--- src/lne_ram.sv ---
module lne_ram #(
    parameter int WIDTH = 8,
    parameter int DEPTH = 16
) (
    input  logic                     i_clk,
    input  logic                     i_we,
    input  logic [$clog2(DEPTH)-1:0] i_waddr,
    input  logic [WIDTH-1:0]         i_wdata,
    input  logic [$clog2(DEPTH)-1:0] i_raddr,
    output logic [WIDTH-1:0]         o_rdata
);
    logic [WIDTH-1:0] r_mem [DEPTH];
    logic [WIDTH-1:0] r_rdata;

    always_ff @(posedge i_clk) begin
        if (i_we) begin
            r_mem[i_waddr] <= i_wdata;
        end
        r_rdata <= r_mem[i_raddr];
    end

    assign o_rdata = r_rdata;
endmodule

--- config.mk ---
export PLATFORM = sky130hd
export DESIGN_NAME = lne_ram
export DESIGN_NICKNAME = d
export VERILOG_FILES = /design/src/lne_ram.sv
export SDC_FILE = /design/constraint.sdc
export NUM_CORES = 1
export LEC_CHECK = 0
export BUFFER_PORTS_ARGS = -buffer_cell sky130_fd_sc_hd__buf_2
export CAP_MARGIN = 0
export CORE_MARGIN = 2
export CORE_UTILIZATION = 46
export CTS_CLUSTER_SIZE = 30
export DETAILED_ROUTE_END_ITERATION = 10
export SLEW_MARGIN = 20
export SYNTH_ARGS = -nofsm -noshare
export SYNTH_HDL_FRONTEND = slang
export SYNTH_SLANG_ARGS = --single-unit
--- constraint.sdc ---
create_clock -name i_clk -period 5.05 [get_ports i_clk]
set_clock_uncertainty 0.05 [all_clocks]
set_input_delay 0.7575 -clock i_clk [delete_from_list [all_inputs] [get_ports i_clk]]
set_output_delay 0.7575 -clock i_clk [all_outputs]
set_load 0.005 [all_outputs]
==> results by stage, run 1 <==
Run status:
- The run finished with clean final reports.

Run:
- Max-cap violations in this run came to 0.

Place:
- Timing analysis after detailed placement gives a worst setup slack of ~2.2 ns.
- Port buffering added 25 buffers.
- The final weighted congestion of routability-driven global placement is 0.7403.
- The HPWL after detailed placement is ~6 mm.

Die:
- The initial core utilization is between 40% and 50%.
- For this design the top-level I/O count stands at 26.
- The number of standard-cell rows in the floorplan is 38.
- The floorplan die area is 0.01205 mm2.
- In this run the vertical extent of the chip is ~110 um.
- After floorplanning, the core was sized to cover approximately 0.011 mm2.
- Measured along the x axis, the die boundary spans roughly 110 um.

Worst setup path:
- Of all nets on the critical path, the largest fanout is 17.
- STA puts the critical path data required time at 5.39 ns.
- The worst setup path is captured at a flop.
- Together, buffers and inverters on the worst path number 2.
- The kind of start point of the critical path is an input pin.
- The largest single stage delay on the critical path is 0.64 ns.
- The slowest cell on the critical path is sky130_fd_sc_hd__mux4_1.
- The classification of the worst setup path is input pin to flop.
- Walking the worst path, the cells encountered are buf_2, buf_4, mux4_1, a22oi_1, nand2_1.
- The kind of cell with the highest combined delay along the critical path is buffers and inverters.
- The data arrival time of the critical path is about 2.6 ns.

Clock network:
- Clock tree synthesis selected as its root buffer the cell sky130_fd_sc_hd__clkbuf_8.
- In this run, post-CTS repair resized a total of 0 instances.
- The maximum level of the CTS H-tree is 4.
- The number of setup buffers added after CTS is 0.
- For this design, the sink count on the clock tree is roughly 140.
- TritonCTS built the clock tree.
- The count of hold buffers inserted by post-cts repair is 0.
- The worst-case clock buffer depth is 2.
- TritonCTS created 17 clock buffers.
- The source-to-sink clock delay at the later pin of the worst-skew pair is between 0.5 and 0.6 ns.
- The clock-pin slew on the worst setup and hold paths is 0.06 ns.

Finish:
- The area growth from synthesis to layout is 18.52%.
- The antenna cell count is 0.
- Of the cells placed in the final design, the portion with a size suffix greater than 1 is approximately 30%.
- The layout has about 800 filler cells.
- After the last flow step, the layout net total stands at 285.

Pwr:
- The power per cell area is between 400 and 500 mW/mm2.
- The final total power is roughly 2800 uW.
- IR analysis of the VDD net gives a maximum drop of ~0.00022 V.
- In this run the static leakage power is 0.002053 uW.

STA:
- After routing, the total negative slack on setup checks comes to 0 ns.
- Across all setup checks in the final design, the least slack found is ~2.8 ns.
- After layout, the minimum clock period comes to ~2.3 ns.
- The max-slew violation total from the final report is 0.
- The worst hold slack is just under 0.6 ns.
- The setup violation total in the final timing report is 0.
- The number of hold violations in the final report was 0.
- The fmax is between 400 and 500 MHz.
- The relative slew slack is approximately 25%.
- The pin slew with the least headroom to its limit is 1.114 ns.
- Setup repair after global routing left no endpoint under its margin.
- The post-route clock period utilization is about 45%.

GRT:
- Global routing consumed, on the met1 layer, about a quarter of the routing resources.
- The initial antenna violation count came to 0.
- The highest-utilization routing layer at the global route stage is met2.
- Entering global routing, the biggest net connects 33 pins.
- The met3 capacity usage during global routing is 4.801%.
- For met2 alone, demand over resource in global routing was roughly 27%.
- Global routing consumed, over all layers together, 18.15% of the routing resources.
- The via count of the first global-routing pass was about 2,400.
- The leftover overflow at the end of global routing is 0.
- The first global-routing pass estimated 14.63 mm of wire.

Drt:
- In the final routed layout, each cell accounts on average for ~23 um.
- The detailed-route via count is ~2,400.
- The total DRC errors in the routed layout is 0.
- The final layout contains routed wiring with a total length of 9.739 mm.
- The average via count per standard cell is 5.669.
- The pre-antenna-repair detailed-routing pass consisted of 4 iterations.
- The antenna violation net count after detailed routing is 0.
- The violation count after the first detailed-route iteration is between 100 and 150.

Logic synthesis:
- The most frequently used cell type in the post-synthesis netlist is sky130_fd_sc_hd__edfxtp_1.
- In the post-synthesis netlist, the biggest area contributors are sky130_fd_sc_hd__edfxtp_1 75%, sky130_fd_sc_hd__mux4_2 7.9%, sky130_fd_sc_hd__mux4_1 7.1%.
- The Yosys step of the flow raised 0 warnings.
- The count of flip-flops with a built-in enable after synthesis is between 100 and 150.
- The number of different library cells in the post-synthesis netlist is 19.
- The share of Yosys cell area claimed by the top area cell type is between 70 and 80%.
- The number of synthesized register bits is approximately 140.
- The largest area contributor in the netlist is sky130_fd_sc_hd__edfxtp_1.
- Each instance of the synthesized netlist takes up on average approximately 22 um2.
- The most used flip-flop cell after synthesis is sky130_fd_sc_hd__edfxtp_1.
- When the netlist entered floorplanning its net count stood at about 250.
- The sequential cell area fraction in the yosys report is ~80%.
- Synthesis produced roughly 230 cells.
- Counting flops with an async set or reset pin after synthesis yields a share of 0%.
- By count the netlist is led by 128 x sky130_fd_sc_hd__edfxtp_1, 18 x sky130_fd_sc_hd__mux4_2, 16 x sky130_fd_sc_hd__a22oi_1, 14 x sky130_fd_sc_hd__mux4_1, 13 x sky130_fd_sc_hd__nor2_1.
- The post-synth design cell area is 0.005147 mm2.

Hold path:
- The type of the tightest min-delay check is input pin to flop.
-- through the flow --
stage               std cells  area, um2  util [%]
finish                    420       6101     56.03
global route              420       6101     56.03
CTS                       420       6096     55.99
detailed placement        388       5396     49.56
global placement          388       5391     49.52
floorplan                 229       5147         -
-- worst paths after layout --
check | cells after the start | endpoint | start | slack [ns]
min | 1 | r_mem[5][0] | i_wdata[0] | 0.58
min reg2reg | 3 | o_rdata[2] | r_mem[14][2] | 0.62
max reg2reg | 3 | o_rdata[6] | r_mem[3][6] | 3.63
max | 5 | o_rdata[5] | i_raddr[0] | 2.79
-- registers in the layout (all words and copies together), names as in the netlist --
| register | cells |
|---|---|
| o_rdata | 8 |
| r_mem | 128 |
-- per-layer routing --
layer	vias to the layer above	share of wire, %
met5	-	0
met4	0	1.1
met3	9	5.3
met2	74	49
met1	1247	44
li1	1051	-
-- where the power goes --
part	leakage [uW]	internal, uW	total, uW	switching, uW
clock	0.000337	990	1420	432
combinational	0.000492	45.6	109	63.9
sequential	0.00122	1260	1270	7.13
-- layout make-up --
type                            instances  area [um2]  share of cell area (%)
Timing Repair Buffer                   29       155.1                   2.543
Multi-Input combinational cell         83        1067                   17.49
Clock buffer                           20       455.4                   7.465
Clock inverter                         12       244.0                   3.999
Sequential cell                       136        4004                   65.63
Tap cell                              140       175.2                   2.871
-- kinds of logic after synthesis --
group | after synthesis | share of synthesized area (%)
flops | 136 | 77.78
simple gates | 35 | 3.184
mux | 32 | 15.02
compound gates | 16 | 2.334
buf+inv | 10 | 1.677
-- placed cells by master, fill, tap and decap left out, types with 3 or more instances in the layout --
master,n
sky130_fd_sc_hd__mux4_2,18
sky130_fd_sc_hd__nor3_1,3
sky130_fd_sc_hd__mux4_1,14
sky130_fd_sc_hd__a22oi_1,16
sky130_fd_sc_hd__bufinv_16,7
sky130_fd_sc_hd__nor2_1,11
sky130_fd_sc_hd__edfxtp_1,128
sky130_fd_sc_hd__clkbuf_16,16
sky130_fd_sc_hd__nand2_1,9
sky130_fd_sc_hd__buf_4,4
sky130_fd_sc_hd__clkbuf_8,4
sky130_fd_sc_hd__buf_2,25
sky130_fd_sc_hd__dfxtp_1,8
Power figures use the tool's default switching activity.
==> inputs of run 2 (changes only) <==
--- a/config.mk
+++ b/config.mk
@@ -11,6 +11,7 @@
 export CORE_UTILIZATION = 46
 export CTS_CLUSTER_SIZE = 30
 export DETAILED_ROUTE_END_ITERATION = 10
+export PLACE_DENSITY = 0.65
 export SLEW_MARGIN = 20
 export SYNTH_ARGS = -nofsm -noshare
 export SYNTH_HDL_FRONTEND = slang
==> constraint.sdc (replaced) <==
create_clock -name i_clk -period 2 [get_ports i_clk]
set_clock_uncertainty 0.05 [all_clocks]
set_input_delay 0.3 -clock i_clk [delete_from_list [all_inputs] [get_ports i_clk]]
set_output_delay 0.3 -clock i_clk [all_outputs]
set_load 0.005 [all_outputs]
==> run 2 against run 1 <==
Effect of this change:
- final cell count rose by 4.0%
- worst setup slack got worse by 2.2 ns
- die area did not move
- sequential share of layout area fell by 0.73 points
- sequential cell count did not move
- count of clock-buffer cells in the layout fell by 1
- register-to-register slack got worse by 3.0 ns
- wire length fell by 5.4%
- non-clock buffer count rose by 17
- power rose by 140%
- worst hold slack got worse by 0.45 ns
- sequential power rose to 2.5 times the previous value
==> results by stage, run 2 (synthesis gave the netlist of run 1 again) <==
Clock network:
- The source-to-sink clock delay at the later pin of the worst-skew pair is 0.50 ns (about the same).
- The buffers inserted during post-CTS setup optimization was 0 (unchanged).
- The worst-case clock buffer depth was 2 (unchanged).
- The number of clock buffers inserted by TritonCTS is 17 (unchanged).
- The CTS tree is yes.
- The maximum level of the CTS H-tree was 4 (unchanged).
- The total clock sinks is 136 (unchanged).
- The post-cts resize count is 0 (unchanged).
- Clock tree synthesis selected as its root buffer the cell sky130_fd_sc_hd__clkbuf_8.
- The clock-pin slew on the worst setup and hold paths was 0.06 ns (about the same).
- The count of hold buffers inserted by post-cts repair is 0 (unchanged).

Worst setup path:
- The maximum fanout count along the critical path is 1 (-16).
- Walking the worst path, the cells encountered are mux4_2, a22oi_1, nand2_1.
- The biggest cell delay along the critical path was 0.47 ns (-0.17 ns).
- Among all stages on the critical path, the largest delay is contributed by sky130_fd_sc_hd__mux4_2.
- The reg-to-reg setup timing slack is 0.62 ns (-3.01 ns).
- The data arrival time of the critical path is 1.71 ns (-0.89 ns).
- The kind of start point of the critical path is a flop.
- The capturing element type of the critical path is a flop.
- By startpoint and endpoint, the worst setup path is classified as flop to flop.
- The data required time at the worst endpoint is 2.33 ns (-3.06 ns).

Drt:
- The final routed wire length divided by cell count is 21.08 um (-9.1%).
- The routed wire length is 9.212 mm (-5.4%).
- The detailed-route via count is 2,403 (+0.92%).
- The antenna violation net count after detailed routing is 0 (unchanged).
- The average via count per standard cell is 5.499 (-3.0%).
- The violation count after the first detailed-route iteration is 198 (+40%).
- The total DRC errors in the routed layout is 0 (unchanged).
- The number of search-and-repair iterations in the first detailed-routing pass is 4 (unchanged).

GRT:
- The initial antenna violation count is 1 (+1).
- The overall fraction of global-route tracks in use was 17.14% (-1.0 points).
- The leftover overflow at the end of global routing was 0 (unchanged).
- The via count of the first global-routing pass is 2,497 (+3.6%).
- The global-route wire length before repair is 14.30 mm (-2.3%).
- The maximum number of pins on one net before global-route repair is 33 (unchanged).

STA:
- The max-slew violation total from the final report is 0 (unchanged).
- The setup TNS came to 0 ns (unchanged).
- The time the worst path needs with I/O delays and setup is ~1.4 ns.
- The relative slew slack is 73.66% (+48 points).
- Timing would allow up to a little over 700 MHz.
- The pin slew with the least headroom to its limit is 0.3951 ns (-0.7187 ns).
- The setup slack after layout is 0.6209 ns (-2.172 ns).
- The number of hold violations in the final report came to 0 (unchanged).
- The setup violation total in the final timing report was 0 (unchanged).
- Setup repair after global routing left no endpoint under its margin.
- The final critical path takes up between 60% and 70% of the cycle.

Finish:
- The most flop-heavy register is r_mem.
- The synthesis-to-layout area growth is 19.86%.
- The share of layout cells above drive strength 1 came to 31.42% (+1.8 points).
- The final standard cell utilization of the core is 56.67% (+0.63 points).
- The number of nets in the finished design is 302 (+6.0%).
- The flip-flop count of the largest register after layout came to 128 (unchanged).
- The library cells used most frequently in the layout, excluding fill and tap cells, are 128 x sky130_fd_sc_hd__edfxtp_1, 25 x sky130_fd_sc_hd__buf_2, 19 x sky130_fd_sc_hd__buf_4.
- The library cell used most frequently in the layout, excluding fill and tap cells, is sky130_fd_sc_hd__edfxtp_1.

Place:
- The HPWL after detailed placement is 5.786 mm (-2.0%).
- The number of buffer cells added on primary ports is 25 (unchanged).
- The worst-case setup slack after placement is 0.2334 ns (-1.984 ns).
- The final weighted congestion of routability-driven global placement is 0.7317 (-1.2%).

Run status:
- The run finished with clean final reports.

Pwr:
- The cell leakage power is 0.002114 uW (+3.0%).
- The power per cell area is 1087 mW/mm2 (+140%).
- The worst ir drop on vdd is 0.0004892 V (+120%).

Die:
- The core region area was 0.01089 mm2 (unchanged).
- The number of standard-cell rows in the floorplan is 38 (unchanged).
- The y dimension of the die came to 109.8 um (unchanged).
- The floorplan die area is 0.01205 mm2 (unchanged).
- The number of top-level pins is 26 (unchanged).
- The overall die width came to 109.8 um (unchanged).
- The initial core utilization is 47.28% (unchanged).

Run:
- The max-capacitance violation count is 0 (unchanged).

Hold path:
- The min-delay analysis places its worst path in the category input pin to flop.
-- run 2: cell count changes in the layout (fill, tap and decap cells not counted), moves of 2 or more --
cell	before	now
sky130_fd_sc_hd__buf_12	0	2
sky130_fd_sc_hd__buf_4	4	19
sky130_fd_sc_hd__bufinv_16	7	5
sky130_fd_sc_hd__clkbuf_1	0	2
sky130_fd_sc_hd__clkbuf_8	4	1
sky130_fd_sc_hd__clkinv_4	1	4
sky130_fd_sc_hd__nor2_1	11	13
sky130_fd_sc_hd__nor2_2	2	0
-- run 2: final cells by class --
class	instances	area, um2
Sequential cell	136	4004
Clock inverter	12	201.4
Antenna cell	1	2.502
Multi-Input combinational cell	83	1057
Tap cell	140	175.2
Timing Repair Buffer	46	307.8
Clock buffer	19	421.7
Fill cell	817	4718
-- run 2: final timing paths --
path                                    end    startpoint  cells after the start
worst min register to register   o_rdata[0]  r_mem[12][0]                      3
worst max-delay path             o_rdata[7]   r_mem[3][7]                      3
worst max register to register   o_rdata[7]   r_mem[3][7]                      3
worst min-delay path            r_mem[6][2]    i_wdata[2]                      1
-- run 2: per-stage QoR --
step,power [uW],hold slack (ns),cells,area [um2]
floorplan,3422,0.3489,229,5147
global placement,3553,0.5982,405,5544
detailed placement,3561,0.6106,405,5544
CTS,6773,0.1067,436,6167
global route,6926,0.1198,436,6167
finish,6709,0.1318,437,6170
-- run 2: worst max-delay path: cells and delay by family, from the launching register on --
kind,cells,cell delay [ns]
muxes,1,0.47
and+or+nand+nor,1,0.10
DFF,1,0.36
AOI/OAI and AO/OA,1,0.29
-- run 2: power breakdown --
part / internal, uW / switching (uW) / total, uW / leakage [uW]
combinational: 131 / 158 / 288 / 0.000590
clock: 2140 / 1070 / 3210 / 0.000299
sequential: 3190 / 19.0 / 3210 / 0.00122
total: 5460 / 1250 / 6710 / 0.00211
-- run 2: metal layers --
layer | vias to the layer above | wire length [um] | GRT usage [%]
met5 | - | 0 | 0
met4 | 0 | 59 | 5.967
met3 | 6 | 351 | 4.624
met2 | 53 | 4653 | 27.34
met1 | 1260 | 4149 | 22.92
li1 | 1084 | - | -
